===== config.mk =====
export PLATFORM = sky130hd
export DESIGN_NAME = key_press_event_classifier_unit_flat
export DESIGN_NICKNAME = d
export VERILOG_FILES = /design/src/kpec_pkg.sv /design/src/kpec_if.sv /design/src/kpec_classify.sv /design/src/kpec_key_store.sv /design/src/key_press_event_classifier_unit.sv /design/src/flat_wrapper.sv
export SDC_FILE = /design/constraint.sdc
export NUM_CORES = 1
export LEC_CHECK = 0
export ABC_AREA = 0
export BUFFER_PORTS_ARGS = -buffer_cell sky130_fd_sc_hd__buf_4
export CAP_MARGIN = 40
export CELL_PAD_IN_SITES_DETAIL_PLACEMENT = 1
export CELL_PAD_IN_SITES_GLOBAL_PLACEMENT = 2
export CORE_ASPECT_RATIO = 1.5
export CORE_UTILIZATION = 24
export DETAILED_ROUTE_END_ITERATION = 16
export PLACE_DENSITY = 0.48
export SYNTH_ARGS = -nofsm -noshare
export SYNTH_HDL_FRONTEND = slang
export SYNTH_HIERARCHICAL = 1
export SYNTH_SLANG_ARGS = --single-unit

===== constraint.sdc =====
create_clock -name clk -period 32.6 [get_ports clk]
set_clock_uncertainty 0.2 [all_clocks]
set_input_delay 1.63 -clock clk [delete_from_list [all_inputs] [get_ports clk]]
set_output_delay 1.63 -clock clk [all_outputs]
set_load 0.05 [all_outputs]

===== src/kpec_pkg.sv =====
package kpec_pkg;

  localparam int NUM_KEYS_DEF = 5;
  localparam int LEVELS_W     = 5;
  localparam int TIME_W       = 32;
  localparam int CFG_W        = 24;
  localparam int CFG_IDX_W    = 2;
  localparam int INDEX_W      = 3;
  localparam int CODE_W       = 3;

  localparam logic [CFG_W-1:0] LONG_PRESS_RST      = CFG_W'(2000);
  localparam logic [CFG_W-1:0] LONG_LONG_PRESS_RST = CFG_W'(5000);
  localparam logic [CFG_W-1:0] REPEAT_RST          = CFG_W'(200);

  typedef enum logic [CFG_IDX_W-1:0] {
    REG_LONG_PRESS      = 2'd0,
    REG_LONG_LONG_PRESS = 2'd1,
    REG_REPEAT          = 2'd2
  } kpec_reg_t;

  typedef enum logic [CODE_W-1:0] {
    EV_SHORT_PRESS       = 3'd0,
    EV_SHORT_RELEASE     = 3'd1,
    EV_LONG_PRESS        = 3'd2,
    EV_LONG_RELEASE      = 3'd3,
    EV_LONG_LONG_PRESS   = 3'd4,
    EV_LONG_LONG_RELEASE = 3'd5,
    EV_REPEAT            = 3'd6
  } kpec_event_t;

  typedef enum logic [1:0] {
    ST_IDLE,
    ST_SCAN,
    ST_FLUSH
  } kpec_state_t;

  typedef struct packed {
    logic              held;
    logic              long_f;
    logic              long_long_f;
    logic [TIME_W-1:0] press_start;
    logic [TIME_W-1:0] repeat_start;
  } kpec_key_t;

  typedef struct packed {
    logic [CFG_W-1:0] long_press_ms;
    logic [CFG_W-1:0] long_long_press_ms;
    logic [CFG_W-1:0] repeat_ms;
  } kpec_cfg_t;

endpackage


===== src/kpec_if.sv =====
interface kpec_in_if;
  logic                           valid;
  logic                           ready;
  logic [kpec_pkg::LEVELS_W-1:0]  key_levels;
  logic [kpec_pkg::TIME_W-1:0]    now_ms;

  modport source (output valid, key_levels, now_ms, input ready);
  modport sink   (input valid, key_levels, now_ms, output ready);
endinterface

interface kpec_out_if;
  logic                          valid;
  logic                          ready;
  logic [kpec_pkg::INDEX_W-1:0]  key_index;
  logic [kpec_pkg::CODE_W-1:0]   event_code;
  logic                          last_of_scan;

  modport source (output valid, key_index, event_code, last_of_scan, input ready);
  modport sink   (input valid, key_index, event_code, last_of_scan, output ready);
endinterface


===== src/kpec_classify.sv =====
module kpec_classify (
  input  kpec_pkg::kpec_key_t             key_cur,
  input  logic                            pressed,
  input  logic [kpec_pkg::TIME_W-1:0]     now_ms,
  input  kpec_pkg::kpec_cfg_t             cfg,
  output kpec_pkg::kpec_key_t             key_nxt,
  output logic                            ev_valid,
  output kpec_pkg::kpec_event_t           ev_code
);

  logic [kpec_pkg::TIME_W-1:0] since_press;
  logic [kpec_pkg::TIME_W-1:0] since_rep;

  // wrapping elapsed times
  assign since_press = now_ms - key_cur.press_start;
  assign since_rep   = now_ms - key_cur.repeat_start;

  always_comb begin
    key_nxt  = key_cur;
    ev_valid = 1'b0;
    ev_code  = kpec_pkg::EV_SHORT_PRESS;
    if (!key_cur.held) begin
      if (pressed) begin
        key_nxt.held        = 1'b1;
        key_nxt.press_start = now_ms;
        key_nxt.long_f      = 1'b0;
        ev_valid            = 1'b1;
        ev_code             = kpec_pkg::EV_SHORT_PRESS;
      end
    end else if (!pressed) begin
      if (key_cur.long_long_f) begin
        ev_code = kpec_pkg::EV_LONG_LONG_RELEASE;
      end else if (key_cur.long_f) begin
        ev_code = kpec_pkg::EV_LONG_RELEASE;
      end else begin
        ev_code = kpec_pkg::EV_SHORT_RELEASE;
      end
      key_nxt.held        = 1'b0;
      key_nxt.long_f      = 1'b0;
      key_nxt.long_long_f = 1'b0;
      ev_valid            = 1'b1;
    end else if (key_cur.long_f &&
                 (since_rep > kpec_pkg::TIME_W'(cfg.repeat_ms))) begin
      key_nxt.repeat_start = now_ms;
      ev_valid             = 1'b1;
      ev_code              = kpec_pkg::EV_REPEAT;
    end else if (!key_cur.long_f &&
                 (since_press > kpec_pkg::TIME_W'(cfg.long_press_ms))) begin
      key_nxt.long_f       = 1'b1;
      key_nxt.repeat_start = now_ms;
      ev_valid             = 1'b1;
      ev_code              = kpec_pkg::EV_LONG_PRESS;
    end else if (!key_cur.long_long_f &&
                 (since_press > kpec_pkg::TIME_W'(cfg.long_long_press_ms))) begin
      key_nxt.long_long_f = 1'b1;
      ev_valid            = 1'b1;
      ev_code             = kpec_pkg::EV_LONG_LONG_PRESS;
    end
  end

endmodule


===== src/kpec_key_store.sv =====
module kpec_key_store #(
  parameter int NUM_KEYS = kpec_pkg::NUM_KEYS_DEF,
  parameter int IDX_W    = (NUM_KEYS > 1) ? $clog2(NUM_KEYS) : 1
) (
  input  logic                 clk,
  input  logic                 rst_n,
  input  logic [IDX_W-1:0]     idx,
  input  logic                 wr_en,
  input  kpec_pkg::kpec_key_t  wr_data,
  output kpec_pkg::kpec_key_t  rd_data
);

  kpec_pkg::kpec_key_t keys_r [NUM_KEYS];

  assign rd_data = keys_r[idx];

  // flags reset, time stamps are only read once a flag says they were written
  always_ff @(posedge clk) begin
    if (!rst_n) begin
      for (int k = 0; k < NUM_KEYS; k++) begin
        keys_r[k].held        <= 1'b0;
        keys_r[k].long_f      <= 1'b0;
        keys_r[k].long_long_f <= 1'b0;
      end
    end else if (wr_en) begin
      keys_r[idx] <= wr_data;
    end
  end

endmodule


===== src/key_press_event_classifier_unit.sv =====
// channel  | dir | word                                   | handshake
// in_if    | in  | key_levels[4:0], now_ms[31:0]          | valid/ready
// out_if   | out | key_index[2:0], event_code[2:0], last  | valid/ready
// cfg_*    | in  | cfg_index[1:0], cfg_wdata[23:0]        | write enable only
//
// a scan accepts the input word, then walks one key per cycle through the shared
// classifier unless the walk stalls, then flushes the held back last event; the
// per-key classify step (two subtracts and compares) is combinational
// in_if.ready is high only while idle, one scan at a time
// a found event waits in a one-entry holding stage so the last word of a scan
// can be flagged; the key walk stalls only when a new event is found while that
// stage and the output register are both full and out_if.ready is low
// rst_n is synchronous, active low: clears the key flags and loads the
// default thresholds
module key_press_event_classifier_unit #(
  parameter int NUM_KEYS = kpec_pkg::NUM_KEYS_DEF
) (
  input  logic                            clk,
  input  logic                            rst_n,
  kpec_in_if.sink                         in_if,
  kpec_out_if.source                      out_if,
  input  logic                            cfg_we,
  input  logic [kpec_pkg::CFG_IDX_W-1:0]  cfg_index,
  input  logic [kpec_pkg::CFG_W-1:0]      cfg_wdata
);

  localparam int IDX_W = (NUM_KEYS > 1) ? $clog2(NUM_KEYS) : 1;

  kpec_pkg::kpec_state_t state_r, state_nxt;

  // threshold registers
  kpec_pkg::kpec_cfg_t cfg_r;

  // latched scan
  logic [kpec_pkg::LEVELS_W-1:0] levels_r;
  logic [kpec_pkg::TIME_W-1:0]   now_r;
  logic [IDX_W-1:0]              key_r;

  // holding stage for the newest event
  logic                          pend_v_r;
  logic [kpec_pkg::INDEX_W-1:0]  pend_idx_r;
  kpec_pkg::kpec_event_t         pend_code_r;

  // output register
  logic                          out_v_r;
  logic [kpec_pkg::INDEX_W-1:0]  out_idx_r;
  kpec_pkg::kpec_event_t         out_code_r;
  logic                          out_last_r;

  kpec_pkg::kpec_key_t   key_cur;
  kpec_pkg::kpec_key_t   key_nxt;
  logic                  ev_valid;
  kpec_pkg::kpec_event_t ev_code;

  logic        in_take;
  logic        out_free;
  logic        adv;
  logic        push_mid;
  logic        push_last;
  logic        last_key;
  logic        pressed;
  logic [31:0] key_ext;
  logic [7:0]  levels_ext;

  assign in_take    = in_if.valid && in_if.ready;
  assign out_free   = !out_v_r || out_if.ready;
  assign last_key   = (key_r == IDX_W'(NUM_KEYS - 1));
  assign key_ext    = 32'(key_r);
  assign levels_ext = 8'(levels_r);
  // keys past the level field read as released
  assign pressed    = (key_ext < 32'(kpec_pkg::LEVELS_W)) && levels_ext[key_ext[2:0]];

  kpec_key_store #(
    .NUM_KEYS (NUM_KEYS),
    .IDX_W    (IDX_W)
  ) u_store (
    .clk     (clk),
    .rst_n   (rst_n),
    .idx     (key_r),
    .wr_en   (adv),
    .wr_data (key_nxt),
    .rd_data (key_cur)
  );

  kpec_classify u_classify (
    .key_cur  (key_cur),
    .pressed  (pressed),
    .now_ms   (now_r),
    .cfg      (cfg_r),
    .key_nxt  (key_nxt),
    .ev_valid (ev_valid),
    .ev_code  (ev_code)
  );

  // next state
  always_comb begin
    state_nxt = state_r;
    case (state_r)
      kpec_pkg::ST_IDLE: begin
        if (in_take) begin
          state_nxt = kpec_pkg::ST_SCAN;
        end
      end
      kpec_pkg::ST_SCAN: begin
        if (adv && last_key) begin
          state_nxt = kpec_pkg::ST_FLUSH;
        end
      end
      kpec_pkg::ST_FLUSH: begin
        if (!pend_v_r || out_free) begin
          state_nxt = kpec_pkg::ST_IDLE;
        end
      end
      default: state_nxt = kpec_pkg::ST_IDLE;
    endcase
  end

  // control outputs
  always_comb begin
    in_if.ready = 1'b0;
    adv         = 1'b0;
    push_mid    = 1'b0;
    push_last   = 1'b0;
    case (state_r)
      kpec_pkg::ST_IDLE: begin
        in_if.ready = 1'b1;
      end
      kpec_pkg::ST_SCAN: begin
        // a new event with a full holding stage needs room downstream
        adv      = !(ev_valid && pend_v_r && !out_free);
        push_mid = adv && ev_valid && pend_v_r;
      end
      kpec_pkg::ST_FLUSH: begin
        push_last = pend_v_r && out_free;
      end
      default: begin
        in_if.ready = 1'b0;
      end
    endcase
  end

  always_ff @(posedge clk) begin
    if (!rst_n) begin
      state_r <= kpec_pkg::ST_IDLE;
    end else begin
      state_r <= state_nxt;
    end
  end

  // configuration writes, unknown index ignored
  always_ff @(posedge clk) begin
    if (!rst_n) begin
      cfg_r.long_press_ms      <= kpec_pkg::LONG_PRESS_RST;
      cfg_r.long_long_press_ms <= kpec_pkg::LONG_LONG_PRESS_RST;
      cfg_r.repeat_ms          <= kpec_pkg::REPEAT_RST;
    end else if (cfg_we) begin
      case (cfg_index)
        kpec_pkg::REG_LONG_PRESS:      cfg_r.long_press_ms      <= cfg_wdata;
        kpec_pkg::REG_LONG_LONG_PRESS: cfg_r.long_long_press_ms <= cfg_wdata;
        kpec_pkg::REG_REPEAT:          cfg_r.repeat_ms          <= cfg_wdata;
        default: ;
      endcase
    end
  end

  // scan latch and key walk
  always_ff @(posedge clk) begin
    if (!rst_n) begin
      key_r <= '0;
    end else if (in_take) begin
      key_r <= '0;
    end else if (adv && !last_key) begin
      key_r <= key_r + IDX_W'(1);
    end
  end

  always_ff @(posedge clk) begin
    if (in_take) begin
      levels_r <= in_if.key_levels;
      now_r    <= in_if.now_ms;
    end
  end

  // holding stage
  always_ff @(posedge clk) begin
    if (!rst_n) begin
      pend_v_r <= 1'b0;
    end else if (adv && ev_valid) begin
      pend_v_r <= 1'b1;
    end else if (push_last) begin
      pend_v_r <= 1'b0;
    end
  end

  always_ff @(posedge clk) begin
    if (adv && ev_valid) begin
      pend_idx_r  <= key_ext[kpec_pkg::INDEX_W-1:0];
      pend_code_r <= ev_code;
    end
  end

  // output register
  always_ff @(posedge clk) begin
    if (!rst_n) begin
      out_v_r <= 1'b0;
    end else if (push_mid || push_last) begin
      out_v_r <= 1'b1;
    end else if (out_if.valid && out_if.ready) begin
      out_v_r <= 1'b0;
    end
  end

  always_ff @(posedge clk) begin
    if (push_mid || push_last) begin
      out_idx_r  <= pend_idx_r;
      out_code_r <= pend_code_r;
      out_last_r <= push_last;
    end
  end

  assign out_if.valid        = out_v_r;
  assign out_if.key_index    = out_idx_r;
  assign out_if.event_code   = out_code_r;
  assign out_if.last_of_scan = out_last_r;

endmodule

===== src/flat_wrapper.sv =====
// flat-port wrapper written by rule: the top's interface ports become plain ports
module key_press_event_classifier_unit_flat 
#(
  parameter int NUM_KEYS = kpec_pkg::NUM_KEYS_DEF
)
  (clk, rst_n, cfg_we, cfg_index, cfg_wdata, in_if_valid, in_if_key_levels, in_if_now_ms, in_if_ready, out_if_valid, out_if_key_index, out_if_event_code, out_if_last_of_scan, out_if_ready);
  kpec_in_if in_if_i ();
  kpec_out_if out_if_i ();
  input  logic clk;
  input  logic rst_n;
  input  logic cfg_we;
  input  logic [kpec_pkg::CFG_IDX_W-1:0] cfg_index;
  input  logic [kpec_pkg::CFG_W-1:0] cfg_wdata;
  input wire logic [$bits(in_if_i.valid)-1:0] in_if_valid;
  input wire logic [$bits(in_if_i.key_levels)-1:0] in_if_key_levels;
  input wire logic [$bits(in_if_i.now_ms)-1:0] in_if_now_ms;
  output wire logic [$bits(in_if_i.ready)-1:0] in_if_ready;
  output wire logic [$bits(out_if_i.valid)-1:0] out_if_valid;
  output wire logic [$bits(out_if_i.key_index)-1:0] out_if_key_index;
  output wire logic [$bits(out_if_i.event_code)-1:0] out_if_event_code;
  output wire logic [$bits(out_if_i.last_of_scan)-1:0] out_if_last_of_scan;
  input wire logic [$bits(out_if_i.ready)-1:0] out_if_ready;
  assign in_if_i.valid = in_if_valid;
  assign in_if_i.key_levels = in_if_key_levels;
  assign in_if_i.now_ms = in_if_now_ms;
  assign in_if_ready = in_if_i.ready;
  assign out_if_valid = out_if_i.valid;
  assign out_if_key_index = out_if_i.key_index;
  assign out_if_event_code = out_if_i.event_code;
  assign out_if_last_of_scan = out_if_i.last_of_scan;
  assign out_if_i.ready = out_if_ready;
  key_press_event_classifier_unit #(.NUM_KEYS(NUM_KEYS)) u_core (.clk(clk), .rst_n(rst_n), .in_if(in_if_i), .out_if(out_if_i), .cfg_we(cfg_we), .cfg_index(cfg_index), .cfg_wdata(cfg_wdata));
endmodule

==> impl_results.rst <==
.. list-table::
   :header-rows: 1

   * - Metric
     - Value
   * - Die X-Extent
     - 300 um
   * - Required time of the critical path
     - 32,670 ps
   * - Number of standard cells in the final layout excluding fillers
     - around 4,100
   * - Primary flip-flop cell chosen by synthesis mapping
     - sky130_fd_sc_hd__edfxtp_1
   * - CTS H-Tree Depth
     - 3
   * - Count of max-cap constraint violations
     - 0
   * - Setup repair after global routing missed its margin
     - false
   * - Cell area after layout
     - 36,700 um2
   * - Async SR Flop Fraction
     - 0%
   * - Global-route wire length before repair
     - 148,000 um
   * - Setup violations, final
     - 0
   * - Number of top-level pins
     - 77
   * - Period utilization
     - 31.6%
   * - Die Height
     - 448 um
   * - Top-area cell type share of the netlist area
     - 55.1%
   * - Buffer cell driving the clock tree root
     - sky130_fd_sc_hd__clkbuf_16
   * - Number of endpoints with negative hold slack in the final report
     - 0
   * - Number of register bits inferred by synthesis
     - roughly 670
   * - Number of synthesized flops with an enable pin
     - between 500 and 600
   * - Iter 0 DRT Violations
     - 1,013
   * - Number of placed instances with taps included
     - 4,012
   * - Hold WS
     - approximately 230 ps
   * - Later-pin clock latency in the skew report
     - 650 ps
   * - Reg-to-Reg End
     - u_core/u_store/keys_r[2][39]$_DFFE_PP_
   * - Crit Path Max Fanout
     - between 70 and 80
   * - Detailed-routing iteration count for the pre-antenna-repair pass
     - 5
   * - Placed cell areas
     - 34,500 um2
   * - Type of destination of the critical path
     - flip-flop
   * - Syn. warnings
     - 6
   * - Mapped Avg Cell Area
     - roughly 14 um2
   * - Number of global-route vias before repair
     - approximately 21,000
   * - Shortest clock period the worst path allows after layout
     - 10,290 ps
   * - Routed len/inst
     - 24.4 um
   * - Number of nets produced by synthesis
     - 2,483
   * - Transition time at the pin with the least slew margin
     - 854 ps
   * - Final Core Density
     - 27.9%
   * - Static leakage power
     - 12.5 nW
   * - # Post-CTS Setup Buffers
     - 0
   * - Number of CTS-inserted buffers
     - 72
   * - Die area
     - 134,000 um2
   * - Worst slack at placement
     - 21,790 ps
   * - Top post-synthesis cells by area
     - sky130_fd_sc_hd__edfxtp_1 (55%), sky130_fd_sc_hd__mux4_2 (9.5%), sky130_fd_sc_hd__ha_1 (5.3%)
   * - Detailed-route DRC error count
     - 0
   * - Flop-to-flop setup slack
     - 22,310 ps
   * - Starting utilization of the core area
     - 24.2%
   * - Critical path arrival
     - around 10,000 ps
   * - Initial antenna violation count
     - 3
   * - Post-CTS Resized
     - 0
   * - Maximum number of pins on one net before global-route repair
     - 79
   * - Min setup slack post-route
     - approximately 22,000 ps
   * - Worst IR drop on VDD
     - about 0.000035 V
   * - End point of the critical path
     - u_core/u_store/keys_r[2][39]$_DFFE_PP_
   * - Via count
     - 19,300
   * - Post-detailed-routing wire length
     - 101,000 um
   * - # port buffers
     - 76
   * - Worst stage delay on the critical path
     - 810 ps
   * - Count of unique library cells instantiated by Yosys
     - 79
   * - Cell with the largest stage delay on the worst path
     - sky130_fd_sc_hd__dfxtp_4
   * - TNS Setup
     - 0 ps
   * - Reg2Reg Launch Point
     - u_core/key_r[0]$_SDFFE_PP0P_
   * - Maximum clock frequency
     - 0.0972 GHz
   * - Core Area
     - 132,000 um2
   * - Net count of the finished layout
     - 2,560
   * - Tightest slew margin relative to the limit
     - 43.1%
   * - Detail-routed via count per cell
     - 4.66
   * - Clock tree from TritonCTS
     - yes
   * - Critical Path Start
     - u_core/key_r[0]$_SDFFE_PP0P_
   * - Total standard cell area after synthesis
     - between 30,000 and 40,000 um2
   * - Startpoint types
     - flip-flop
   * - GR Util All Layers
     - 15.2%
   * - Area growth from synthesis to final layout
     - 15.2%
   * - Final-report max-slew violation count
     - 0
   * - Total congestion overflow after global routing
     - 0
   * - Power density over the cells
     - roughly 55 nW/um2
   * - Hold_buf cts
     - 0
   * - Fraction of final layout cells sized beyond drive strength 1
     - approximately a fifth
   * - Sequential fraction of the synthesis area
     - 60.1%
   * - Worst Path Class, Setup
     - flip-flop to flip-flop
   * - Outcome
     - finished, final reports clean
   * - Power, Total
     - roughly 2.0 mW
   * - Library cell occupying the most area in the post-synthesis netlist
     - sky130_fd_sc_hd__edfxtp_1
   * - Clock transition at path regs
     - roughly 60 ps
   * - Post-route antenna net violation count
     - 0
   * - Number of rows created at floorplan
     - 163
   * - Max clock buf depth
     - 3
   * - Min-Delay Path Class
     - flip-flop to flip-flop
   * - Sinks on the clock net
     - 665
   * - DP HPWL
     - 69,800 um
   * - Global placement routability congestion
     - 0.904
   * - Gate count of the mapped netlist
     - 2,277
   * - Worst reg-to-reg path cell count
     - 30
layout make-up:
cell class,count,area [um2]
clock buffers,89,1890
fillers,14200,95000
clock inverters,39,358
inverters,158,598
diodes,3,7.51
well taps,1732,2170
repair buffers,115,927
flip-flops and latches,665,19200
multi-input cells,1342,11600
Yosys cell counts (39+ instances only):
cell type	instances
sky130_fd_sc_hd__and3_1	69
sky130_fd_sc_hd__mux2_2	72
sky130_fd_sc_hd__mux4_2	134
sky130_fd_sc_hd__nor2_1	72
sky130_fd_sc_hd__a21boi_0	39
sky130_fd_sc_hd__edfxtp_1	585
sky130_fd_sc_hd__o21ai_0	86
sky130_fd_sc_hd__nand2_1	247
sky130_fd_sc_hd__dfxtp_1	80
sky130_fd_sc_hd__inv_1	158
sky130_fd_sc_hd__ha_1	136
sky130_fd_sc_hd__a21oi_1	81
sky130_fd_sc_hd__clkbuf_1	64
cell families after synthesis:
family	after synthesis	share of synthesized area (%)
DFF	665	60.1
and+or+nand+nor	545	8.24
AOI/OAI and AO/OA	363	7.48
buffers and inverters	270	3.64
muxes	239	13.5
adders and majority gates	138	5.46
xor gates and xnor gates	57	1.57
state kept, by name, summed over array words and instances, names as in the netlist, 3 cells and up:
signal	count
u_core/out_if.event_code	3
u_core/pend_code_r	3
u_core/key_r	3
u_core/pend_idx_r	3
u_core/levels_r	5
u_core/cfg_r	72
u_core/u_store/keys_r	536
u_core/out_if.key_index	3
u_core/now_r	32
metal layers:
metal	wire length [um]	track usage [%]
met5	0	0
met4	2340	4.67
met3	2840	1.81
met2	53800	28.4
met1	42000	17.8
worst min-delay path by stage:
stage,from,to,cells after the start
floorplan,u_core/pend_code_r[0]$_DFFE_PP_,u_core/out_if.event_code[0]$_DFFE_PP_,0
global route,u_core/pend_idx_r[2]$_DFFE_PP_,u_core/out_if.key_index[2]$_DFFE_PP_,0
global placement,u_core/pend_idx_r[1]$_DFFE_PP_,u_core/out_if.key_index[1]$_DFFE_PP_,0
finish,u_core/pend_idx_r[2]$_DFFE_PP_,u_core/out_if.key_index[2]$_DFFE_PP_,0
detailed placement,u_core/pend_idx_r[1]$_DFFE_PP_,u_core/out_if.key_index[1]$_DFFE_PP_,0
CTS,u_core/pend_idx_r[1]$_DFFE_PP_,u_core/out_if.key_index[1]$_DFFE_PP_,0
cell usage in the layout, fill, tap and decap left out, types with 20 or more instances in the layout:
master,netlist,layout
sky130_fd_sc_hd__edfxtp_1,585,585
sky130_fd_sc_hd__nand2_1,247,247
sky130_fd_sc_hd__inv_1,158,154
sky130_fd_sc_hd__ha_1,136,136
sky130_fd_sc_hd__mux4_2,134,134
sky130_fd_sc_hd__buf_4,1,108
sky130_fd_sc_hd__o21ai_0,86,86
sky130_fd_sc_hd__a21oi_1,81,81
sky130_fd_sc_hd__dfxtp_1,80,77
sky130_fd_sc_hd__clkbuf_16,0,73
sky130_fd_sc_hd__mux2_2,72,72
sky130_fd_sc_hd__and3_1,69,69
sky130_fd_sc_hd__nor2_1,72,68
sky130_fd_sc_hd__a21boi_0,39,39
sky130_fd_sc_hd__nand4_1,37,37
sky130_fd_sc_hd__xnor2_1,34,34
sky130_fd_sc_hd__nand3_1,32,32
sky130_fd_sc_hd__mux2_4,29,29
sky130_fd_sc_hd__a21boi_1,23,23
sky130_fd_sc_hd__xor2_1,23,23
sky130_fd_sc_hd__a21o_1,21,21
sky130_fd_sc_hd__nor3_1,21,20
where the power goes:
| group | leakage (nW) | switching [mW] | internal [mW] |
|---|---|---|---|
| Combinational | 5.46 | 0.173 | 0.110 |
| Clock | 1.09 | 0.339 | 0.458 |
| Sequential | 5.95 | 0.0124 | 0.937 |
| Total | 12.5 | 0.524 | 1.51 |
worst max-delay path: cells and delay by family (launching register included):
kind,cells,cell delay (ps)
buffers and inverters,4,1800
and+or+nand+nor,8,2300
xor gates and xnor gates,1,220
DFF,1,810
muxes,2,930
adders and majority gates,3,770
AOI/OAI and AO/OA,12,2520
No activity file was read; power rests on OpenSTA's default activity.
